### config.mk
export PLATFORM = sky130hd
export DESIGN_NAME = lslf_fifo
export DESIGN_NICKNAME = d
export VERILOG_FILES = /design/src/sv/least_squares_line_fit_top_assert.svh /design/src/sv/lslf_pkg.sv /design/src/sv/lslf_fifo.sv
export SDC_FILE = /design/constraint.sdc
export NUM_CORES = 1
export LEC_CHECK = 0
export BUFFER_PORTS_ARGS = -buffer_cell sky130_fd_sc_hd__buf_2
export CORE_MARGIN = 8
export CORE_UTILIZATION = 52
export DETAILED_ROUTE_END_ITERATION = 8
export PLACE_DENSITY = 0.8
export RECOVER_POWER = 50
export SYNTH_ARGS = -nofsm -noshare
export SYNTH_HDL_FRONTEND = slang
export SYNTH_SLANG_ARGS = --single-unit
### constraint.sdc
create_clock -name clk_i -period 3.66 [get_ports clk_i]
set_input_delay 0 -clock clk_i [delete_from_list [all_inputs] [get_ports clk_i]]
set_output_delay 0 -clock clk_i [all_outputs]
set_load 0.01 [all_outputs]
### src/sv/least_squares_line_fit_top_assert.svh
// assertion macros for the line fit block
// they sample on clk_i and are off while rst_ni is low
`ifndef LEAST_SQUARES_LINE_FIT_TOP_ASSERT_SVH
`define LEAST_SQUARES_LINE_FIT_TOP_ASSERT_SVH

// whenever ante holds, cons holds in the same cycle
`define LSLF_ASSERT_IMPLY(lbl, ante, cons) \
  lbl: assert property (@(posedge clk_i) disable iff (!rst_ni) (ante) |-> (cons)) \
    else $error("line fit check failed");

// expr never holds
`define LSLF_ASSERT_NEVER(lbl, expr) \
  lbl: assert property (@(posedge clk_i) disable iff (!rst_ni) !(expr)) \
    else $error("line fit check failed");

`endif

### src/sv/lslf_pkg.sv
package lslf_pkg;

  // defaults for the top level parameters
  localparam int unsigned NumPointsDef = 6;
  localparam int unsigned FifoDepthDef = 2;

  // field widths
  localparam int unsigned InW   = 24;
  localparam int unsigned YW    = InW + 1;
  localparam int unsigned OutW  = 32;
  localparam int unsigned StatW = 2;

  // running sums, sized for up to 64 points
  localparam int unsigned SumXW  = 31;
  localparam int unsigned SumYW  = 32;
  localparam int unsigned SumXyW = 55;
  localparam int unsigned SumXxW = 55;

  // fit terms: denominator, slope numerator, intercept numerator
  localparam int unsigned DenW = 63;
  localparam int unsigned NmW  = 64;
  localparam int unsigned NbW  = 88;
  localparam int unsigned AccW = 88;

  // shared multiplier and limb split of the wide sums
  localparam int unsigned OpW   = 33;
  localparam int unsigned ProdW = 2 * OpW;
  localparam int unsigned LimbW = 28;

  // divider widths
  localparam int unsigned SlopeShift = 16;
  localparam int unsigned IcptShift  = 8;
  localparam int unsigned MagW = NbW + IcptShift;
  localparam int unsigned DmW  = DenW;
  localparam int unsigned D2W  = DmW + 1;
  localparam int unsigned N2W  = MagW + 2;
  localparam int unsigned QW   = OutW;

  localparam logic [OutW-1:0] SatPos = {1'b0, {(OutW-1){1'b1}}};
  localparam logic [OutW-1:0] SatNeg = {1'b1, {(OutW-1){1'b0}}};

  // one queued point
  typedef struct packed {
    logic signed [InW-1:0] x;
    logic signed [YW-1:0]  y;
    logic                  last;
  } point_t;

  // terms handed from the accumulator to the divider
  typedef struct packed {
    logic signed [DenW-1:0] den;
    logic signed [NmW-1:0]  nm;
    logic signed [NbW-1:0]  nb;
  } fit_job_t;

  typedef enum logic [2:0] {
    ACC_NONE,
    ACC_XY,
    ACC_XX,
    ACC_DEN,
    ACC_NM,
    ACC_NB
  } acc_sel_e;

  typedef enum logic [2:0] {
    MAC_POINT,
    MAC_SQUARE,
    MAC_DRAIN,
    MAC_FIN,
    MAC_FLUSH,
    MAC_HAND
  } mac_state_e;

  typedef enum logic [2:0] {
    DIV_IDLE,
    DIV_MAG,
    DIV_ADD,
    DIV_CHECK,
    DIV_ITER,
    DIV_ROUND,
    DIV_OUT
  } div_state_e;

  typedef enum logic [StatW-1:0] {
    FIT_OK,
    FIT_ZERO_DEN,
    FIT_SAT
  } fit_status_e;

endpackage

### src/sv/lslf_fifo.sv
module lslf_fifo import lslf_pkg::*; #(
  parameter int unsigned WIDTH = $bits(point_t),
  parameter int unsigned DEPTH = FifoDepthDef
) (
  input  logic             clk_i,
  input  logic             rst_ni,
  input  logic             push_i,
  input  logic [WIDTH-1:0] data_i,
  output logic             full_o,
  input  logic             pop_i,
  output logic [WIDTH-1:0] data_o,
  output logic             empty_o
);

  localparam int unsigned PtrW = $clog2(DEPTH);
  localparam int unsigned CntW = $clog2(DEPTH + 1);

  logic [WIDTH-1:0] mem_q [DEPTH];
  logic [PtrW-1:0]  wptr_q, rptr_q;
  logic [CntW-1:0]  cnt_q;

  assign full_o  = (cnt_q == CntW'(DEPTH));
  assign empty_o = (cnt_q == '0);
  assign data_o  = mem_q[rptr_q];

  // entry storage
  always_ff @(posedge clk_i) begin
    if (push_i) begin
      mem_q[wptr_q] <= data_i;
    end
  end

  // pointers and fill level
  always_ff @(posedge clk_i or negedge rst_ni) begin
    if (!rst_ni) begin
      wptr_q <= '0;
      rptr_q <= '0;
      cnt_q  <= '0;
    end else begin
      if (push_i) begin
        wptr_q <= (wptr_q == PtrW'(DEPTH - 1)) ? '0 : wptr_q + 1'b1;
      end
      if (pop_i) begin
        rptr_q <= (rptr_q == PtrW'(DEPTH - 1)) ? '0 : rptr_q + 1'b1;
      end
      if (push_i && !pop_i) begin
        cnt_q <= cnt_q + 1'b1;
      end else if (pop_i && !push_i) begin
        cnt_q <= cnt_q - 1'b1;
      end
    end
  end

endmodule

==> results.ini <==
[outcome]
outcome=completed

[grt]
grt_overflow=0
grt_max_degree=52
grt_usage_pct=14.4
grt_pass1_wl_um=12400
antenna_found_initial=0
grt_pass1_vias=2376

[logic_synthesis]
avgSynthCellArea_um2=23.5
postSynth.asyncResetShare_pct=3.85
synth_edf_count=100
synth_area_leader_cell=edfxtp_1
ys_ff_latch=104
synthCells=172
ys_top_cells_by_count=edfxtp_1, mux2_4, buf_12, dfrtp_1, xor2_1
synth.most_common_cell=edfxtp_1
yosysSeqAreaShare_pct=76.7
synth_flop_cell=edfxtp_1
yosys-top-cells-area=edfxtp_1, mux2_4, buf_12, dfrtp_1, xor2_1
synth_cell_type_count=13
synth.cell_area_um2=4050
yosysWarnings=0
syn_nets=227
synth_top_area_share_pct=74.2

[sta]
fmax_ghz=0.505
finalSetupViolations=0
fin_crit_ns=1.98
skew_ns=0.00734
finalCritPeriodShare_pct=54.2
relSlewSlack_pct=20.6
worst_pin_slew_ns=1.19
finalSetupTns_ns=0
rsz0062_at_grt=no
report.final.slew_viol_count=0
timing_hold_violations_final=0
whs_ns=0.362

[clock_tree]
clk_pin_slew_worst_paths_ns=0.09
max-clock-path-buffers=2
clock_latency_ns=0.35
ctsRootBufferMaster=clkbuf_8
cts_tree=yes
numCtsBuffers=9
htree_num_levels=3
clock-sinks=104
cts-resized-gates=0

[floorplanning]
io_pins=106
num_rows=32
die-area_um2=10900
core_um2=7650
die_x_um=104
start_util_pct=52.9
die_h_um=104

[routing]
wire_per_inst_um=17.1
wl_um=7600
drc=0
drt-pass1-iter-count=4
antenna_left=0
viasPerCell=4.80
drtIter0Drc=122
vias=2132

[setup_path]
crit_type=reg -> out
cp.required_ns=3.66
critPathMaxFanout=51
arrival_ns=1.98
crit_path_end_kind=primary output
slowest_stage=dfrtp_4
timing.reg2reg.setup_slack_ns=1.80
path_cells=mux2_2 -> buf_2
start_kind=register
max_stage_delay_ns=1.06

[hold_path]
hold_path.class=in -> reg

[run]
maxCapViolations=0

[pwr]
ir_drop_mv=0.473
p_leak_uw=0.00206
p_per_area_nw_per_um2=667

[cells_and_area]
area_growth_pct=30.3
layout-drive-gt1-share_pct=39.8
finalNetCount=392
num_antenna_cells=0
utilization_pct=68.9

[placed_design]
dp_hpwl_um=4700
gp_congestion=0.645
io_buffers=105

-- through the flow --
stage          instances  cell area, um^2  power (uW)  worst slack (ns)
3_5_place_dp         374             4610        2910              1.74
5_1_grt              444             5270        3700              1.58
6_report             444             5270        3520              1.68
3_3_place_gp         374             4610        2880              1.80
4_1_cts              444             5320        3560              1.65
2_1_floorplan        172             4050        2620             0.564
-- worst max-delay path: cells and delay by family, from the launching register on --
family | cells | cell delay (ns)
buffers and inverters | 1 | 0.14
DFF | 1 | 1.06
muxes | 1 | 0.42
-- registers in the layout, summed over array words and instances, names as in the netlist --
| name | cells |
|---|---|
| cnt_q | 2 |
| wptr_q | 1 |
| rptr_q | 1 |
| mem_q | 100 |
-- cells in the final DEF, fill, tap and decap left out, drive strengths merged --
cell type,instances
dlygate4sd3,54
dfrtp,4
nor2,2
nor2b,2
ha,1
clkinvlp,2
clkinv,2
and2,1
inv,3
buf,68
xnor2,1
xor2,4
clkbuf,48
mux2,50
edfxtp,100
-- per-layer routing --
| layer | GRT usage, % | wire [um] | part of all wire [%] |
|---|---|---|---|
| met1 | 16.8 | 3230 | 43 |
| met2 | 23.7 | 3680 | 48 |
| met3 | 5.20 | 574 | 7.6 |
| met4 | 5.58 | 113 | 1.5 |
| met5 | 0 | 0 | 0 |
-- area by class of cell --
| type | instances | area [um^2] |
|---|---|---|
| Multi-Input combinational cell | 61 | 838 |
| Fill cell | 527 | 2370 |
| Timing Repair Buffer | 160 | 1030 |
| Clock inverter | 6 | 41.3 |
| Sequential cell | 104 | 3110 |
| Inverter | 1 | 3.75 |
| Tap cell | 102 | 128 |
| Clock buffer | 10 | 128 |
-- repair_timing --
item / in CTS / in global routing
buffers inserted: 0 / 0
endpoints found under the setup margin: 0 / 0
hold buffers: 54 / 0
endpoints found under the hold margin: 106 / 0
-- final timing paths --
check / to / depth (start not counted) / from
setup / recovery: data_o[29] / 2 / rptr_q
hold / removal: mem_q[1][28] / 2 / data_i[28]
setup reg to reg: mem_q[0][47] / 2 / wptr_q
hold reg to reg: cnt_q[1] / 1 / cnt_q[1]
max in group asynchronous: rptr_q / 3 / rst_ni
min in group asynchronous: rptr_q / 3 / rst_ni
-- kinds of logic (layout without fill, tap and decap cells) --
family / Yosys count / after routing / share of synthesized area (%)
buffers and inverters: 7 / 177 / 2.84
xor gates and xnor gates: 5 / 5 / 1.08
muxes: 50 / 50 / 18.5
and+or+nand+nor: 5 / 5 / 0.649
DFF: 104 / 104 / 76.7
adders and majority gates: 1 / 1 / 0.309
-- power breakdown --
| part | total [uW] | switching (uW) | internal [uW] |
|---|---|---|---|
| sequential | 1810 | 222 | 1590 |
| combinational | 1090 | 449 | 641 |
| clock | 619 | 370 | 249 |
| total | 3520 | 1040 | 2480 |
Power figures use the tool's default switching activity.
