**src/sv/least_squares_line_fit_top_assert.svh**
```systemverilog
// assertion macros for the line fit block
// they sample on clk_i and are off while rst_ni is low
`ifndef LEAST_SQUARES_LINE_FIT_TOP_ASSERT_SVH
`define LEAST_SQUARES_LINE_FIT_TOP_ASSERT_SVH

// whenever ante holds, cons holds in the same cycle
`define LSLF_ASSERT_IMPLY(lbl, ante, cons) \
  lbl: assert property (@(posedge clk_i) disable iff (!rst_ni) (ante) |-> (cons)) \
    else $error("line fit check failed");

// expr never holds
`define LSLF_ASSERT_NEVER(lbl, expr) \
  lbl: assert property (@(posedge clk_i) disable iff (!rst_ni) !(expr)) \
    else $error("line fit check failed");

`endif

```
**src/sv/lslf_pkg.sv**
```systemverilog
package lslf_pkg;

  // defaults for the top level parameters
  localparam int unsigned NumPointsDef = 6;
  localparam int unsigned FifoDepthDef = 2;

  // field widths
  localparam int unsigned InW   = 24;
  localparam int unsigned YW    = InW + 1;
  localparam int unsigned OutW  = 32;
  localparam int unsigned StatW = 2;

  // running sums, sized for up to 64 points
  localparam int unsigned SumXW  = 31;
  localparam int unsigned SumYW  = 32;
  localparam int unsigned SumXyW = 55;
  localparam int unsigned SumXxW = 55;

  // fit terms: denominator, slope numerator, intercept numerator
  localparam int unsigned DenW = 63;
  localparam int unsigned NmW  = 64;
  localparam int unsigned NbW  = 88;
  localparam int unsigned AccW = 88;

  // shared multiplier and limb split of the wide sums
  localparam int unsigned OpW   = 33;
  localparam int unsigned ProdW = 2 * OpW;
  localparam int unsigned LimbW = 28;

  // divider widths
  localparam int unsigned SlopeShift = 16;
  localparam int unsigned IcptShift  = 8;
  localparam int unsigned MagW = NbW + IcptShift;
  localparam int unsigned DmW  = DenW;
  localparam int unsigned D2W  = DmW + 1;
  localparam int unsigned N2W  = MagW + 2;
  localparam int unsigned QW   = OutW;

  localparam logic [OutW-1:0] SatPos = {1'b0, {(OutW-1){1'b1}}};
  localparam logic [OutW-1:0] SatNeg = {1'b1, {(OutW-1){1'b0}}};

  // one queued point
  typedef struct packed {
    logic signed [InW-1:0] x;
    logic signed [YW-1:0]  y;
    logic                  last;
  } point_t;

  // terms handed from the accumulator to the divider
  typedef struct packed {
    logic signed [DenW-1:0] den;
    logic signed [NmW-1:0]  nm;
    logic signed [NbW-1:0]  nb;
  } fit_job_t;

  typedef enum logic [2:0] {
    ACC_NONE,
    ACC_XY,
    ACC_XX,
    ACC_DEN,
    ACC_NM,
    ACC_NB
  } acc_sel_e;

  typedef enum logic [2:0] {
    MAC_POINT,
    MAC_SQUARE,
    MAC_DRAIN,
    MAC_FIN,
    MAC_FLUSH,
    MAC_HAND
  } mac_state_e;

  typedef enum logic [2:0] {
    DIV_IDLE,
    DIV_MAG,
    DIV_ADD,
    DIV_CHECK,
    DIV_ITER,
    DIV_ROUND,
    DIV_OUT
  } div_state_e;

  typedef enum logic [StatW-1:0] {
    FIT_OK,
    FIT_ZERO_DEN,
    FIT_SAT
  } fit_status_e;

endpackage

```
**src/sv/lslf_div.sv**
```systemverilog
module lslf_div import lslf_pkg::*; (
  input  logic             clk_i,
  input  logic             rst_ni,
  input  logic             job_valid_i,
  input  fit_job_t         job_i,
  output logic             job_ready_o,
  output logic             out_valid_o,
  input  logic             out_ready_i,
  output logic [OutW-1:0]  slope_o,
  output logic [OutW-1:0]  intercept_o,
  output logic [StatW-1:0] fit_status_o
);

  localparam int unsigned CntW = $clog2(QW);
  localparam int unsigned HiW  = N2W - QW;

  div_state_e  state_q, state_d;
  fit_job_t    job_q, job_d;
  logic        icpt_phase_q, icpt_phase_d;
  logic        sat_q, sat_d;
  logic        neg_q, neg_d;
  logic        ovf_q, ovf_d;
  logic [CntW-1:0] cnt_q, cnt_d;
  logic [DmW-1:0]  dm_q, dm_d;
  logic [MagW-1:0] mag_q, mag_d;
  logic [N2W-1:0]  n2_q, n2_d;
  logic [D2W-1:0]  rem_q, rem_d;
  logic [QW-1:0]   lo_q, lo_d;
  logic [QW-1:0]   quo_q, quo_d;
  logic [OutW-1:0] slope_q, slope_d, icpt_q, icpt_d;
  fit_status_e     status_q, status_d;

  logic [NbW-1:0]  nb_mag;
  logic [NmW-1:0]  nm_mag;
  logic [D2W-1:0]  d2;
  logic [HiW-1:0]  n2_hi;
  logic [D2W:0]    rem2, diff;
  logic            ge;
  logic [OutW-1:0] limit, qsat, res;
  logic            over;

  // magnitudes of the terms
  assign nb_mag = job_q.nb[NbW-1] ? (~job_q.nb + NbW'(1)) : job_q.nb;
  assign nm_mag = job_q.nm[NmW-1] ? (~job_q.nm + NmW'(1)) : job_q.nm;
  assign d2     = {dm_q, 1'b0};
  assign n2_hi  = n2_q[N2W-1:QW];

  // one restoring step
  assign rem2 = {rem_q, lo_q[QW-1]};
  assign ge   = (rem2 >= {1'b0, d2});
  assign diff = rem2 - {1'b0, d2};

  // clamp and sign
  assign limit = neg_q ? SatNeg : SatPos;
  assign over  = ovf_q || (quo_q > limit);
  assign qsat  = over ? limit : quo_q;
  assign res   = neg_q ? (~qsat + OutW'(1)) : qsat;

  always_comb begin
    state_d      = state_q;
    job_d        = job_q;
    icpt_phase_d = icpt_phase_q;
    sat_d        = sat_q;
    neg_d        = neg_q;
    ovf_d        = ovf_q;
    cnt_d        = cnt_q;
    dm_d         = dm_q;
    mag_d        = mag_q;
    n2_d         = n2_q;
    rem_d        = rem_q;
    lo_d         = lo_q;
    quo_d        = quo_q;
    slope_d      = slope_q;
    icpt_d       = icpt_q;
    status_d     = status_q;
    job_ready_o  = 1'b0;
    out_valid_o  = 1'b0;
    unique case (state_q)
      DIV_IDLE: begin
        job_ready_o = 1'b1;
        if (job_valid_i) begin
          job_d        = job_i;
          icpt_phase_d = 1'b0;
          sat_d        = 1'b0;
          if (job_i.den == '0) begin
            slope_d  = '0;
            icpt_d   = '0;
            status_d = FIT_ZERO_DEN;
            state_d  = DIV_OUT;
          end else begin
            state_d = DIV_MAG;
          end
        end
      end
      // scaled numerator magnitude and sign of the quotient
      DIV_MAG: begin
        dm_d = job_q.den[DenW-1] ? DmW'(~job_q.den + DenW'(1)) : DmW'(job_q.den);
        if (icpt_phase_q) begin
          mag_d = {{(MagW-NbW){1'b0}}, nb_mag} << IcptShift;
          neg_d = job_q.nb[NbW-1] ^ job_q.den[DenW-1];
        end else begin
          mag_d = {{(MagW-NmW){1'b0}}, nm_mag} << SlopeShift;
          neg_d = job_q.nm[NmW-1] ^ job_q.den[DenW-1];
        end
        state_d = DIV_ADD;
      end
      // half a divisor added for round to nearest
      DIV_ADD: begin
        n2_d    = {1'b0, mag_q, 1'b0} + {{(N2W-DmW){1'b0}}, dm_q};
        state_d = DIV_CHECK;
      end
      // quotient too big for 32 bits when the top part reaches the divisor
      DIV_CHECK: begin
        ovf_d = (n2_hi >= {{(HiW-D2W){1'b0}}, d2});
        rem_d = n2_hi[D2W-1:0];
        lo_d  = n2_q[QW-1:0];
        quo_d = '0;
        cnt_d = '0;
        state_d = ovf_d ? DIV_ROUND : DIV_ITER;
      end
      DIV_ITER: begin
        rem_d = ge ? diff[D2W-1:0] : rem2[D2W-1:0];
        lo_d  = lo_q << 1;
        quo_d = {quo_q[QW-2:0], ge};
        cnt_d = cnt_q + 1'b1;
        if (cnt_q == CntW'(QW - 1)) begin
          state_d = DIV_ROUND;
        end
      end
      DIV_ROUND: begin
        sat_d = sat_q || over;
        if (icpt_phase_q) begin
          icpt_d   = res;
          status_d = (sat_q || over) ? FIT_SAT : FIT_OK;
          state_d  = DIV_OUT;
        end else begin
          slope_d      = res;
          icpt_phase_d = 1'b1;
          state_d      = DIV_MAG;
        end
      end
      DIV_OUT: begin
        out_valid_o = 1'b1;
        if (out_ready_i) begin
          state_d = DIV_IDLE;
        end
      end
      default: begin
        state_d = DIV_IDLE;
      end
    endcase
  end

  // control state
  always_ff @(posedge clk_i or negedge rst_ni) begin
    if (!rst_ni) begin
      state_q      <= DIV_IDLE;
      icpt_phase_q <= 1'b0;
      sat_q        <= 1'b0;
      cnt_q        <= '0;
    end else begin
      state_q      <= state_d;
      icpt_phase_q <= icpt_phase_d;
      sat_q        <= sat_d;
      cnt_q        <= cnt_d;
    end
  end

  // datapath
  always_ff @(posedge clk_i) begin
    job_q    <= job_d;
    neg_q    <= neg_d;
    ovf_q    <= ovf_d;
    dm_q     <= dm_d;
    mag_q    <= mag_d;
    n2_q     <= n2_d;
    rem_q    <= rem_d;
    lo_q     <= lo_d;
    quo_q    <= quo_d;
    slope_q  <= slope_d;
    icpt_q   <= icpt_d;
    status_q <= status_d;
  end

  assign slope_o      = slope_q;
  assign intercept_o  = icpt_q;
  assign fit_status_o = status_q;

endmodule

```
**config.mk**
```make
export PLATFORM = sky130hd
export DESIGN_NAME = lslf_div
export DESIGN_NICKNAME = d
export VERILOG_FILES = /design/src/sv/least_squares_line_fit_top_assert.svh /design/src/sv/lslf_pkg.sv /design/src/sv/lslf_div.sv
export SDC_FILE = /design/constraint.sdc
export NUM_CORES = 1
export LEC_CHECK = 0
export BUFFER_PORTS_ARGS = -buffer_cell sky130_fd_sc_hd__buf_2
export CORE_MARGIN = 2
export CORE_UTILIZATION = 45
export CTS_CLUSTER_DIAMETER = 120
export CTS_CLUSTER_SIZE = 14
export DETAILED_ROUTE_END_ITERATION = 16
export PLACE_DENSITY = 0.72
export SYNTH_ARGS = -nofsm -noshare
export SYNTH_HDL_FRONTEND = slang
export SYNTH_SLANG_ARGS = --single-unit
```
**constraint.sdc**
```tcl
create_clock -name clk_i -period 15.65 [get_ports clk_i]
set_input_delay 0 -clock clk_i [delete_from_list [all_inputs] [get_ports clk_i]]
set_output_delay 0 -clock clk_i [all_outputs]
set_load 0.05 [all_outputs]
```
==> out/results.ini <==
[run_status]
status=complete, no violations

[floorplanning]
start_util_pct=45.3
ioPinCount=287
dieArea_um2=87900
die_h_um=297
rows=107
die_x_um=297
core_area_um2=85000

[grt]
grt_pass1_vias=28400
grt_antenna_before_repair=3
grt_overflow_total=0
grt_start_max_net_pins=106
track_usage_pct=23.5
grt_pass1_wl_um=161000

[placement]
place.gp.congestion=0.925
dp_hpwl_um=75100
numPortBuffers=286

[timing]
relSlewSlack_pct=26.5
finalHoldViolations=0
post-route-period-util_pct=48.0
fmax_mhz=133
grt_setup_unrepaired=false
finalCriticalPeriod_ns=7.51
slew_viol_final=0
fin_setup_tns_ns=0
finClkSkew_ns=0.0665
final-setup-viol-count=0
worst_pin_slew_ns=1.10

[final_layout]
syn_to_final_growth_pct=16.4
seq_area_um2=20100
fillers=7289
multiInputGateArea_um2=17500
layout-drive-gt1-share_pct=10.6
final_nets=4460

[critical_path]
r2r_cells=23
cp-end-kind=flop
worstSetupStartpointType=flop
crit_type=flop to flop
r2r_start=neg_q
crit_arrival_ns=7.98
cp_data_required_time_ns=16.11
r2r_end=intercept_o[26]
worstPathMaxFanout=70
regToRegSetupSlack_ns=8.14

[pwr]
total_power_mw=8.97
ir_drop_uv=136
power_density_nw_per_um2=200
leakage_nw=16.9

[min_path]
hold_path_depth=2
min_from=job_i[1]
worstHoldPathType=input pin to flop
worstHoldEndpoint=job_q[1]

[clock_network]
clock_latency_ns=0.68
cts_buffers=54
cts_buffer_depth=3
root_buffer=clkbuf_16
clock-sinks=670
cts.htree.levels=2
cts_post_setup_buffers_inserted=0
ctsHoldBuffers=221
tritoncts=yes
clkSlewWorstSetupHoldPaths_ns=0.07
cts_resized=0

[yosys]
synthArstFlopShare_pct=1.49
ys.flop_type=edfxtp_1
ys_top_cells_by_area=edfxtp_1 51%, ha_1 7.1%, xnor2_1 5.5%
synth_edf_count=660
yosysMostFrequentCell=edfxtp_1
ys_seq_area_share_pct=52.1
ys_ff_latch=670
synthCells=3579
synth.distinct_cells=71
yosys-top-cells-count=660 x edfxtp_1, 360 x nand2_1, 290 x o21ai_0
syn_nets=4018
ys_warn_count=0
netlist_area_um2=38500
synth_top_cell_area_share_pct=51.5
avgSynthCellArea_um2=10.8
yosysTopAreaCell=edfxtp_1

[job]
drv_cap=0

[drt]
totalWireLength_um=105000
firstDrtPassIters=7
ant_nets=0
remaining_drc_errors=0
vias_per_cell=5.77
wire_per_inst_um=20.2
drt_iter0_drc=2770
vias=29900

==> cell type report <==
class / count / share of cell area (%)
Inverter: 122 / 1.04
Antenna cell: 3 / 0.0168
Sequential cell: 670 / 44.8
Timing Repair Buffer: 535 / 8.60
Clock inverter: 7 / 0.304
Multi-Input combinational cell: 2638 / 39.0
Tap cell: 1144 / 3.19
Clock buffer: 62 / 3.08
==> cell families after synthesis <==
kind of cell / synth area share, %
buf+inv: 2.66
flops: 52.1
compound gates: 15.3
simple gates: 14.2
mux: 0.728
xor+xnor: 7.73
fa+ha+maj: 7.19
==> cells in the final DEF (no fill, tap or decap), types with 28 or more instances in the layout <==
master	count
xor2_1	99
nand3_1	49
buf_2	286
xnor2_1	241
ha_1	218
nand4_1	65
dlygate4sd3_1	221
a21o_1	93
nor2_1	198
and3_1	38
o31ai_1	70
clkbuf_16	54
inv_1	119
o41ai_1	31
or3_1	67
and2_1	79
edfxtp_1	660
nor3_1	45
o21ai_0	290
a21oi_1	280
buf_4	28
nor4_1	38
nand2_1	360
or4_1	44
==> registers in the layout, summed over array words and instances (netlist names), 5 cells and up <==
signal       cells
quo_q           32
dm_q            63
n2_q            98
intercept_o     32
lo_q            32
slope_o         32
cnt_q            5
job_q          215
mag_q           88
rem_q           64
==> where the power goes <==
part | internal (mW) | switching, mW
Combinational | 1.59 | 2.74
Sequential | 2.89 | 0.464
Clock | 0.642 | 0.645
==> routing by layer <==
metal  wire length (um)  global-route usage [%]
met1              44900                    31.9
met2              49900                    39.4
met3               6640                    2.53
met4               3400                    7.74
met5                  0                       0
==> metrics by stage <==
stage / utilization [%] / instance area [um^2] / instances / worst slack (ns) / hold WS (ns)
5_1_grt: 52.7 / 44800 / 5180 / 7.59 / 0.0204
3_3_place_gp: 48.3 / 41100 / 4888 / 8.35 / -0.121
6_report: 52.7 / 44800 / 5181 / 8.14 / 0.0303
4_1_cts: 52.7 / 44800 / 5178 / 8.17 / 0.00230
3_5_place_dp: 48.3 / 41100 / 4888 / 8.22 / -0.122
2_1_floorplan: - / 38500 / 3579 / 3.12 / -0.296
==> worst max-delay path by stage <==
| stage | start | endpoint | slack, ns | cells past startpoint |
|---|---|---|---|---|
| floorplan | state_q[0] | dm_q[0] | 3.12 | 2 |
| global placement | neg_q | intercept_o[26] | 8.35 | 23 |
| detailed placement | neg_q | slope_o[26] | 8.22 | 23 |
| CTS | neg_q | intercept_o[26] | 8.17 | 23 |
| global route | neg_q | intercept_o[26] | 7.59 | 23 |
| finish | neg_q | intercept_o[26] | 8.14 | 23 |
==> worst max-delay path, stage by stage, from the launching register on <==
cell and delay [ns]:
edfxtp_1 0.36, buf_4 0.35, inv_1 0.81, ha_1 0.27, nor2b_1 0.05, o21a_1 0.16, o21a_1 0.16, o21ai_0 0.17
o211ai_1 0.14, a221oi_1 0.49, or2_2 0.50, nor2_1 0.11, a21oi_1 0.20, ha_1 0.28, inv_1 0.08, or3_1 0.39
or3_1 0.36, or3_1 0.42, or4_1 0.65, nor2_1 0.34, nand3b_1 0.16, mux2_2 0.31, or3_1 0.34, a31oi_1 0.23
No activity file was read; power rests on OpenSTA's default activity.
