`config.mk`:
```
export PLATFORM = sky130hd
export DESIGN_NAME = lslf_front
export DESIGN_NICKNAME = d
export VERILOG_FILES = /design/src/sv/least_squares_line_fit_top_assert.svh /design/src/sv/lslf_pkg.sv /design/src/sv/lslf_front.sv
export SDC_FILE = /design/constraint.sdc
export NUM_CORES = 1
export LEC_CHECK = 0
export ABC_AREA = 1
export BUFFER_PORTS_ARGS = -buffer_cell sky130_fd_sc_hd__clkbuf_2
export CAP_MARGIN = 40
export CORE_ASPECT_RATIO = 0.75
export CORE_MARGIN = 3
export CORE_UTILIZATION = 49
export DETAILED_ROUTE_END_ITERATION = 10
export PLACE_DENSITY = 0.79
export SLEW_MARGIN = 25
export SYNTH_ARGS = -nofsm -noshare
export SYNTH_HDL_FRONTEND = slang
export SYNTH_SLANG_ARGS = --single-unit
```
`constraint.sdc`:
```
create_clock -name clk_i -period 2.4 [get_ports clk_i]
set_clock_uncertainty 0.15 [all_clocks]
set_input_delay 0.36 -clock clk_i [delete_from_list [all_inputs] [get_ports clk_i]]
set_output_delay 0.36 -clock clk_i [all_outputs]
set_load 0.01 [all_outputs]
```
`src/sv/least_squares_line_fit_top_assert.svh`:
```
// assertion macros for the line fit block
// they sample on clk_i and are off while rst_ni is low
`ifndef LEAST_SQUARES_LINE_FIT_TOP_ASSERT_SVH
`define LEAST_SQUARES_LINE_FIT_TOP_ASSERT_SVH

// whenever ante holds, cons holds in the same cycle
`define LSLF_ASSERT_IMPLY(lbl, ante, cons) \
  lbl: assert property (@(posedge clk_i) disable iff (!rst_ni) (ante) |-> (cons)) \
    else $error("line fit check failed");

// expr never holds
`define LSLF_ASSERT_NEVER(lbl, expr) \
  lbl: assert property (@(posedge clk_i) disable iff (!rst_ni) !(expr)) \
    else $error("line fit check failed");

`endif

```
`src/sv/lslf_pkg.sv`:
```
package lslf_pkg;

  // defaults for the top level parameters
  localparam int unsigned NumPointsDef = 6;
  localparam int unsigned FifoDepthDef = 2;

  // field widths
  localparam int unsigned InW   = 24;
  localparam int unsigned YW    = InW + 1;
  localparam int unsigned OutW  = 32;
  localparam int unsigned StatW = 2;

  // running sums, sized for up to 64 points
  localparam int unsigned SumXW  = 31;
  localparam int unsigned SumYW  = 32;
  localparam int unsigned SumXyW = 55;
  localparam int unsigned SumXxW = 55;

  // fit terms: denominator, slope numerator, intercept numerator
  localparam int unsigned DenW = 63;
  localparam int unsigned NmW  = 64;
  localparam int unsigned NbW  = 88;
  localparam int unsigned AccW = 88;

  // shared multiplier and limb split of the wide sums
  localparam int unsigned OpW   = 33;
  localparam int unsigned ProdW = 2 * OpW;
  localparam int unsigned LimbW = 28;

  // divider widths
  localparam int unsigned SlopeShift = 16;
  localparam int unsigned IcptShift  = 8;
  localparam int unsigned MagW = NbW + IcptShift;
  localparam int unsigned DmW  = DenW;
  localparam int unsigned D2W  = DmW + 1;
  localparam int unsigned N2W  = MagW + 2;
  localparam int unsigned QW   = OutW;

  localparam logic [OutW-1:0] SatPos = {1'b0, {(OutW-1){1'b1}}};
  localparam logic [OutW-1:0] SatNeg = {1'b1, {(OutW-1){1'b0}}};

  // one queued point
  typedef struct packed {
    logic signed [InW-1:0] x;
    logic signed [YW-1:0]  y;
    logic                  last;
  } point_t;

  // terms handed from the accumulator to the divider
  typedef struct packed {
    logic signed [DenW-1:0] den;
    logic signed [NmW-1:0]  nm;
    logic signed [NbW-1:0]  nb;
  } fit_job_t;

  typedef enum logic [2:0] {
    ACC_NONE,
    ACC_XY,
    ACC_XX,
    ACC_DEN,
    ACC_NM,
    ACC_NB
  } acc_sel_e;

  typedef enum logic [2:0] {
    MAC_POINT,
    MAC_SQUARE,
    MAC_DRAIN,
    MAC_FIN,
    MAC_FLUSH,
    MAC_HAND
  } mac_state_e;

  typedef enum logic [2:0] {
    DIV_IDLE,
    DIV_MAG,
    DIV_ADD,
    DIV_CHECK,
    DIV_ITER,
    DIV_ROUND,
    DIV_OUT
  } div_state_e;

  typedef enum logic [StatW-1:0] {
    FIT_OK,
    FIT_ZERO_DEN,
    FIT_SAT
  } fit_status_e;

endpackage

```
`src/sv/lslf_front.sv`:
```
module lslf_front import lslf_pkg::*; #(
  parameter int unsigned NUM_POINTS = NumPointsDef
) (
  input  logic                  clk_i,
  input  logic                  rst_ni,
  input  logic                  cfg_we_i,
  input  logic signed [InW-1:0] cfg_data_i,
  input  logic                  in_valid_i,
  output logic                  in_ready_o,
  input  logic signed [InW-1:0] final_temperature_i,
  input  logic signed [InW-1:0] added_mass_i,
  input  logic                  full_i,
  output logic                  push_o,
  output point_t                push_data_o
);

  localparam int unsigned CntW = $clog2(NUM_POINTS);

  logic signed [InW-1:0] init_temp_q;
  logic [CntW-1:0]       cnt_q, cnt_d;
  logic                  last;

  // initial temperature register
  always_ff @(posedge clk_i or negedge rst_ni) begin
    if (!rst_ni) begin
      init_temp_q <= '0;
    end else if (cfg_we_i) begin
      init_temp_q <= cfg_data_i;
    end
  end

  // take a beat whenever the queue has room
  assign in_ready_o = !full_i;
  assign push_o     = in_valid_i && !full_i;

  // position of the point within its set
  assign last = (cnt_q == CntW'(NUM_POINTS - 1));

  always_comb begin
    cnt_d = cnt_q;
    if (push_o) begin
      cnt_d = last ? '0 : cnt_q + 1'b1;
    end
  end

  always_ff @(posedge clk_i or negedge rst_ni) begin
    if (!rst_ni) begin
      cnt_q <= '0;
    end else begin
      cnt_q <= cnt_d;
    end
  end

  // y is the temperature rise, tagged with end of set
  assign push_data_o.x    = added_mass_i;
  assign push_data_o.y    = $signed({final_temperature_i[InW-1], final_temperature_i})
                          - $signed({init_temp_q[InW-1], init_temp_q});
  assign push_data_o.last = last;

endmodule

```
==> results.md, run 1 <==
| Quantity | Reported | Unit |
| --- | --- | --- |
| Result of the run | complete, but fails checks | - |
| Violated checks | negative setup slack | - |
| Clock sink count | 27 | - |
| Sequential-to-total area share from yosys stat | 22.08 | % |
| Width of the die | 97.26 | um |
| Sequential power share | 25.6 | % |
| Number of flops mapped to enable cells by yosys | 0 | - |
| Floorplan row count | 24 | - |
| Die Outline Area | 7240 | um^2 |
| Avg Synthesized Cell Area | 5.818 | um^2 |
| Share of the clock period used by the worst path after layout | 108.6 | % |
| Relative area change from synthesis to final layout | 33.24 | % |
| Avg WL per Cell | 13.13 | um |
| Final Slew Violations | 0 | - |
| Clk pin slew, worst setup/hold paths | 0.12 | ns |
| Post-DR vias/cell | 5.094 | - |
| Aggregate global-route resource usage | 22.38 | % |
| Fraction of the core area covered by cells at the end of the flow | 68.93 | % |
| Yosys warns | 0 | - |
| Unrepaired setup endpoints after global routing | yes | - |
| Top-count cell post-synth | nand2_1 | - |
| Num CTS Buffers | 3 | - |
| Antenna diode instance count | 0 | - |
| Half-perimeter wire length of the detailed placement result | 6557 | um |
| Max Freq | 383.5 | MHz |
| Class of the tightest hold or removal check | in -> reg | - |
| Leak pwr | 2.323 | nW |
| Max IR drop VDD | 0.2657 | mV |
| Worst-case setup margin in the final layout | -0.2073 | ns |
| Root buffer cell | clkbuf_8 | - |
| Synthesized net count | 628 | - |
| Crit path buffers/inverters | 2 | - |
| Power density of the placed cells | 512.9 | nW/um^2 |
| Post-synthesis async set-or-reset flop share | 100.0 | % |
| Number of endpoints with negative hold slack in the final report | 0 | - |
| Clock group share of total power | 14.5 | % |
| Final total negative setup slack | -1.436 | ns |
| Internal Dissipation | 0.001149 | W |
| Commonest register cell after synthesis | dfrtp_1 | - |
| Worst path top cell family by delay | simple AND/OR/NAND/NOR gates | - |
| Worst endpoint required time | 1.89 | ns |
| Switching power | 0.0009427 | W |
| Maximum level of the CTS H-tree | 1 | - |
| WS Path Type | reg -> out | - |
| Residual overflow from global routing | 0 | - |
| Initial standard-cell utilization of the core | 51.73 | % |
| CP startpoint kind | flip-flop | - |
| Crit path arrival time | 2.10 | ns |
| Leading cell types by count after synthesis | nand2_1 (201), inv_1 (120), nor2_1 (32) | - |
| Cell area after synthesis | 3060 | um^2 |
| Cell accounting for the most synthesized area | nand2_1 | - |
| Vertical extent of the die | 74.44 | um |
| Actual slew at the worst max-slew pin | 0.6990 | ns |
| Clock tree from TritonCTS | yes | - |
| Via count of the first global-routing pass | 2,983 | - |
| Post-Synthesis Cells | 526 | - |
| Total setup violations reported at the end of the flow | 13 | - |
| Time the final worst path needs with I/O delays and setup | 2.607 | ns |
| Top-Level Pins | 129 | - |
| Core Area | 5916 | um^2 |
| Comb power frac | 59.8 | % |
| Fraction of layout cells with a size suffix above 1 | 35.58 | % |
| Fraction of post-synthesis cell area in the top cell type by area | 24.65 | % |
| Maximum clock path buffer count | 2 | - |
| Crit path max fanout | 2 | - |
| Critical-path cell list | ha_2 > fa_2 > inv_2 > nand2_2 > nand2_2 > and2_4 > nand3b_1 > nand3_1 > nand2_1 > nand2_1 > buf_2 | - |
| Pin count of the biggest net entering global routing | 30 | - |
| Cell area reported after detailed placement | 3390 | um^2 |
| Count of nets after finishing | 696 | - |
| Net switching fraction of the power | 45.08 | % |
| Max-cap violations | 0 | - |
| Endpoint class of the critical path | output pin | - |
| Global-route wire length before repair | 13,260 | um |
| Largest stage delay on the critical path | 0.42 | ns |
| Number of different library cells in the post-synthesis netlist | 22 | - |
| Vias post-DR | 3,418 | - |
| Antenna Violating Nets Remaining | 0 | - |
| Flop and latch count out of synthesis | 27 | - |
| Largest cells by area after synthesis | nand2_1 (25%), dfrtp_1 (22%), inv_1 (15%), ha_1 (9.8%), buf_4 (6.1%) | - |
| Drt first-iter violations | 278 | - |
| Number of antenna violations at the first check in global routing | 0 | - |
| Post-route cell area | 4078 | um^2 |
| Weighted congestion at the end of routability-driven global placement | 0.9399 | - |
| Slowest stage cell on the critical path | dfrtp_1 | - |
| Count of unresolved DRC violations after routing | 0 | - |
| Worst hold margin | 0.1044 | ns |
| Insertion delay to the later sink of the worst-skew pair | 0.29 | ns |
| IO buf count | 80 | - |
| Worst slew margin relative to its limit | 53.40 | % |
| Final wirelength | 8810 | um |
| Initial DRT Pass Iterations | 7 | - |
sequential cells by signal, indices dropped and copies added (netlist names):
register,count
init_temp_q,24
cnt_q,3
repair_timing:
action	CTS	global route
hold endpoints to repair	27	0
resized for setup	58	91
pin swaps	13	21
setup endpoints to repair	20	20
hold buffers	1	0
setup buffers	1	6
power by group through the flow:
stage          sequential, W  combinational, W  clock [W]
6_report            0.000536           0.00125   0.000303
5_1_grt             0.000542           0.00137   0.000328
4_1_cts             0.000533           0.00109   0.000313
3_5_place_dp        0.000542          0.000958          0
3_3_place_gp        0.000537          0.000936          0
2_1_floorplan       0.000534          0.000681          0
metal layers:
layer / wire, um / share of wire [%] / global-route usage (%) / vias to the layer above
li1: - / - / - / 1677
met1: 3803 / 43 / 30.03 / 1554
met2: 4087 / 46 / 38.91 / 170
met3: 799 / 9.1 / 4.124 / 17
met4: 121 / 1.4 / 3.840 / 0
met5: 0 / 0 / 0 / -
stage by stage:
step,std cells,power (W),setup slack [ns]
final,671,0.002091,-0.2073
after global routing,671,0.002239,-0.2772
after global placement,659,0.001473,-0.02233
after detailed placement,659,0.001500,-0.06633
after floorplan,526,0.001215,0.1853
after CTS,665,0.001939,-0.1631
worst paths after layout:
kind | startpoint | to | slack (ns) | cells past startpoint
worst max-delay path | init_temp_q[0]$_DFFE_PN0P_ | push_data_o[21] | -0.21 | 11
worst min-delay path | cfg_data_i[19] | init_temp_q[19]$_DFFE_PN0P_ | 0.10 | 3
worst max register to register | cnt_q[0]$_DFFE_PN0P_ | cnt_q[2]$_DFFE_PN0P_ | 1.26 | 4
worst min register to register | cnt_q[2]$_DFFE_PN0P_ | cnt_q[2]$_DFFE_PN0P_ | 0.38 | 1
max in group asynchronous | rst_ni | init_temp_q[14]$_DFFE_PN0P_ | 1.17 | 2
min in group asynchronous | rst_ni | init_temp_q[4]$_DFFE_PN0P_ | 0.47 | 2
worst min-delay path, cell delays in order:
cell,delay [ns]
clkbuf_2,0.07
nand2_1,0.04
o21ai_0,0.05
cells by family after synthesis:
group | Yosys count | synth area share (%)
muxes | 1 | 0.3679
xor gates and xnor gates | 12 | 3.434
adders and majority gates | 25 | 10.47
AOI/OAI and AO/OA | 37 | 6.174
DFF | 27 | 22.08
buffers and inverters | 150 | 21.46
and+or+nand+nor | 274 | 36.02
final cells by class:
class / instances / area [um^2]
flip-flops and latches: 27 / 675.6
inverters: 120 / 450.4
fillers: 452 / 1838
multi-input cells: 349 / 2293
clock inverters: 1 / 8.758
well taps: 78 / 97.59
clock buffers: 3 / 41.29
repair buffers: 93 / 510.5
cell usage in the layout (no fill, tap or decap), drive strengths merged, types with 2 or more instances in the layout:
master / netlist / routed
nand3: 22 / 22
clkbuf: 5 / 68
nor3: 3 / 3
nand2: 201 / 201
o21ai: 24 / 24
dfrtp: 27 / 27
ha: 24 / 24
a21oi: 11 / 11
nand4: 7 / 7
or2: 2 / 2
nor2: 35 / 35
buf: 25 / 27
inv: 120 / 121
nand3b: 2 / 2
and2: 2 / 2
xor2: 11 / 11
Power figures use the tool's default switching activity.
==> run 2: changes to the inputs <==
--- a/config.mk
+++ b/config.mk
@@ -13,6 +13,7 @@
 export CORE_UTILIZATION = 49
 export DETAILED_ROUTE_END_ITERATION = 10
 export PLACE_DENSITY = 0.79
+export SKIP_LAST_GASP = 1
 export SLEW_MARGIN = 25
 export SYNTH_ARGS = -nofsm -noshare
 export SYNTH_HDL_FRONTEND = slang
==> results.md, run 2 (same netlist as run 1, synthesis figures left out) <==
| Quantity | Reported | Unit |
| --- | --- | --- |
| Result of the run | complete, but fails checks | - |
| Violated checks | negative setup slack | - |
| Half-perimeter wire length of the detailed placement result | 6557 | um |
| Class of the tightest hold or removal check | in -> reg | - |
| Cell depth of the worst setup path | 11 | - |
| Detail Route met3 WL | 690 | um |
| CP startpoint kind | flip-flop | - |
| Insertion delay to the later sink of the worst-skew pair | 0.29 | ns |
| Termination of the worst setup path | push_data_o[21] | - |
| Worst-case setup margin in the final layout | -0.1832 | ns |
| Combined area of the multi-input logic cells | 2277 | um^2 |
| Unrepaired setup endpoints after global routing | yes | - |
| Max-cap violations | 0 | - |
| Maximum level of the CTS H-tree | 1 | - |
| Highest Signal Layer | met4 | - |
| Die Outline Area | 7240 | um^2 |
| Post-placement setup slack | -0.06633 | ns |
| IO buf count | 80 | - |
| Routed metal-1 wire length | 3918 | um |
| Global-route wire length before repair | 13,260 | um |
| Worst endpoint required time | 1.89 | ns |
| Total setup violations reported at the end of the flow | 14 | - |
| Time the final worst path needs with I/O delays and setup | 2.583 | ns |
| Most used cells in the layout excluding fill and tap cells | nand2_1 (166), inv_1 (103), clkbuf_2 (69), dfrtp_1 (27), nand2_2 (26) | - |
| Antenna diode instance count | 0 | - |
| Registers with the highest flip-flop counts | init_temp_q (24), cnt_q (3) | - |
| Fraction of layout cells with a size suffix above 1 | 34.90 | % |
| Largest Register | init_temp_q | - |
| Clock tree from TritonCTS | yes | - |
| Slowest stage cell on the critical path | dfrtp_1 | - |
| Antenna Violating Nets Remaining | 0 | - |
| Vertical extent of the die | 74.44 | um |
| Maximum clock path buffer count | 2 | - |
| Post-DR vias/cell | 5.105 | - |
| Floorplan row count | 24 | - |
| Crit path buffers/inverters | 2 | - |
| Drt first-iter violations | 308 | - |
| Actual slew at the worst max-slew pin | 0.7055 | ns |
| Count of fill cells added during filler insertion | 443 | - |
| Cell total after placement | 659 | - |
| Setup slack, reg-to-reg | 1.26 | ns |
| Aggregate global-route resource usage | 22.38 | % |
| Pin count of the biggest net entering global routing | 30 | - |
| Initial DRT Pass Iterations | 8 | - |
| Critical-path cell list | ha_2 > fa_2 > inv_2 > nand2_2 > nand2_2 > and2_1 > nand3b_1 > nand3_1 > nand2_1 > nand2_1 > clkbuf_2 | - |
| Number of antenna violations at the first check in global routing | 0 | - |
| Vias post-DR | 3,441 | - |
| Share of the clock period used by the worst path after layout | 107.6 | % |
| Max IR drop VDD | 0.2667 | mV |
| Max Freq | 387.1 | MHz |
| Critical path launch point | init_temp_q[0]$_DFFE_PN0P_ | - |
| Reg-to-reg startpoint | cnt_q[0]$_DFFE_PN0P_ | - |
| Largest stage delay on the critical path | 0.41 | ns |
| Endpoint of the worst register-to-register path | cnt_q[2]$_DFFE_PN0P_ | - |
| Largest register FFs | 24 | - |
| Width of the die | 97.26 | um |
| Area of all sequential standard cells | 675.6 | um^2 |
| Num CTS Buffers | 3 | - |
| Root buffer cell | clkbuf_8 | - |
| Crit path max fanout | 2 | - |
| Top-Level Pins | 129 | - |
| Final total negative setup slack | -1.469 | ns |
| Worst slew margin relative to its limit | 52.97 | % |
| WS Path Type | reg -> out | - |
| Count of unresolved DRC violations after routing | 0 | - |
| Final wirelength | 8980 | um |
| Core Area | 5916 | um^2 |
| Endpoint class of the critical path | output pin | - |
| Relative area change from synthesis to final layout | 33.56 | % |
| Clock sink count | 27 | - |
| Avg WL per Cell | 13.32 | um |
| Worst path top cell family by delay | simple AND/OR/NAND/NOR gates | - |
| Clk pin slew, worst setup/hold paths | 0.12 | ns |
| Worst hold margin | 0.1004 | ns |
| Residual overflow from global routing | 0 | - |
| Initial standard-cell utilization of the core | 51.73 | % |
| Commonest non-fill, non-tap cell in the layout | nand2_1 | - |
| Number of endpoints with negative hold slack in the final report | 0 | - |
| Total length of routed met2 wires | 4203 | um |
| Weighted congestion at the end of routability-driven global placement | 0.9399 | - |
| Non-filler instance count after layout | 674 | - |
| Leak pwr | 2.337 | nW |
| Count of nets after finishing | 699 | - |
| Number of cells on the worst reg-to-reg path | 4 | - |
| Final Slew Violations | 0 | - |
| Power density of the placed cells | 515.5 | nW/um^2 |
| Via count of the first global-routing pass | 2,983 | - |
| Crit path arrival time | 2.07 | ns |
-- run 2: worst min-delay path by stage --
stage	from	end	slack, ns	cells after the start
after floorplan	rst_ni	cnt_q[0]$_DFFE_PN0P_	-0.09	0
final	cfg_data_i[19]	init_temp_q[19]$_DFFE_PN0P_	0.10	3
after detailed placement	rst_ni	init_temp_q[8]$_DFFE_PN0P_	0.29	1
after CTS	cfg_data_i[21]	init_temp_q[21]$_DFFE_PN0P_	0.1	3
after global placement	rst_ni	init_temp_q[6]$_DFFE_PN0P_	0.28	1
after global routing	cfg_data_i[22]	init_temp_q[22]$_DFFE_PN0P_	0.12	3
-- run 2: per-stage QoR --
stage / total power (W) / util, % / instance area, um^2
floorplan: 0.001215 / - / 3060
global placement: 0.001473 / 57.30 / 3390
detailed placement: 0.001500 / 57.30 / 3390
CTS: 0.001939 / 64.28 / 3802
global route: 0.002251 / 69.10 / 4088
finish: 0.002107 / 69.10 / 4088
-- run 2: area by class of cell --
type                    instances  share of cell area (%)
clock buffers                   3                   1.010
clock inverters                 1                  0.2143
flip-flops and latches         27                   16.53
repair buffers                 96                   13.13
well taps                      78                   2.388
multi-input cells             349                   55.71
inverters                     120                   11.02
-- run 2: metal layers --
metal  GRT usage, %  vias up
met5              0        -
met4          3.840        0
met3          4.124       23
met2          38.91      172
met1          30.03     1564
li1               -     1682
-- run 2: repair_timing --
item	in CTS	in global routing
setup endpoints to repair	20	20
gates resized for setup	58	84
pin swaps	11	25
hold buffers	1	0
buffers inserted	1	9
endpoints found under the hold margin	27	0
-- run 2: worst register-to-register path, stage by stage (launching register included) --
cell	delay, ns
dfrtp_1	0.38
inv_1	0.06
nor2_1	0.21
o21ai_0	0.14
o21a_1	0.12
-- run 2: report_power, final --
part | internal [W] | leakage, nW | switching, W
sequential | 0.000508 | 0.327 | 0.0000277
clock | 0.000123 | 0.0261 | 0.000181
combinational | 0.000522 | 1.98 | 0.000745
total | 0.00115 | 2.34 | 0.000954
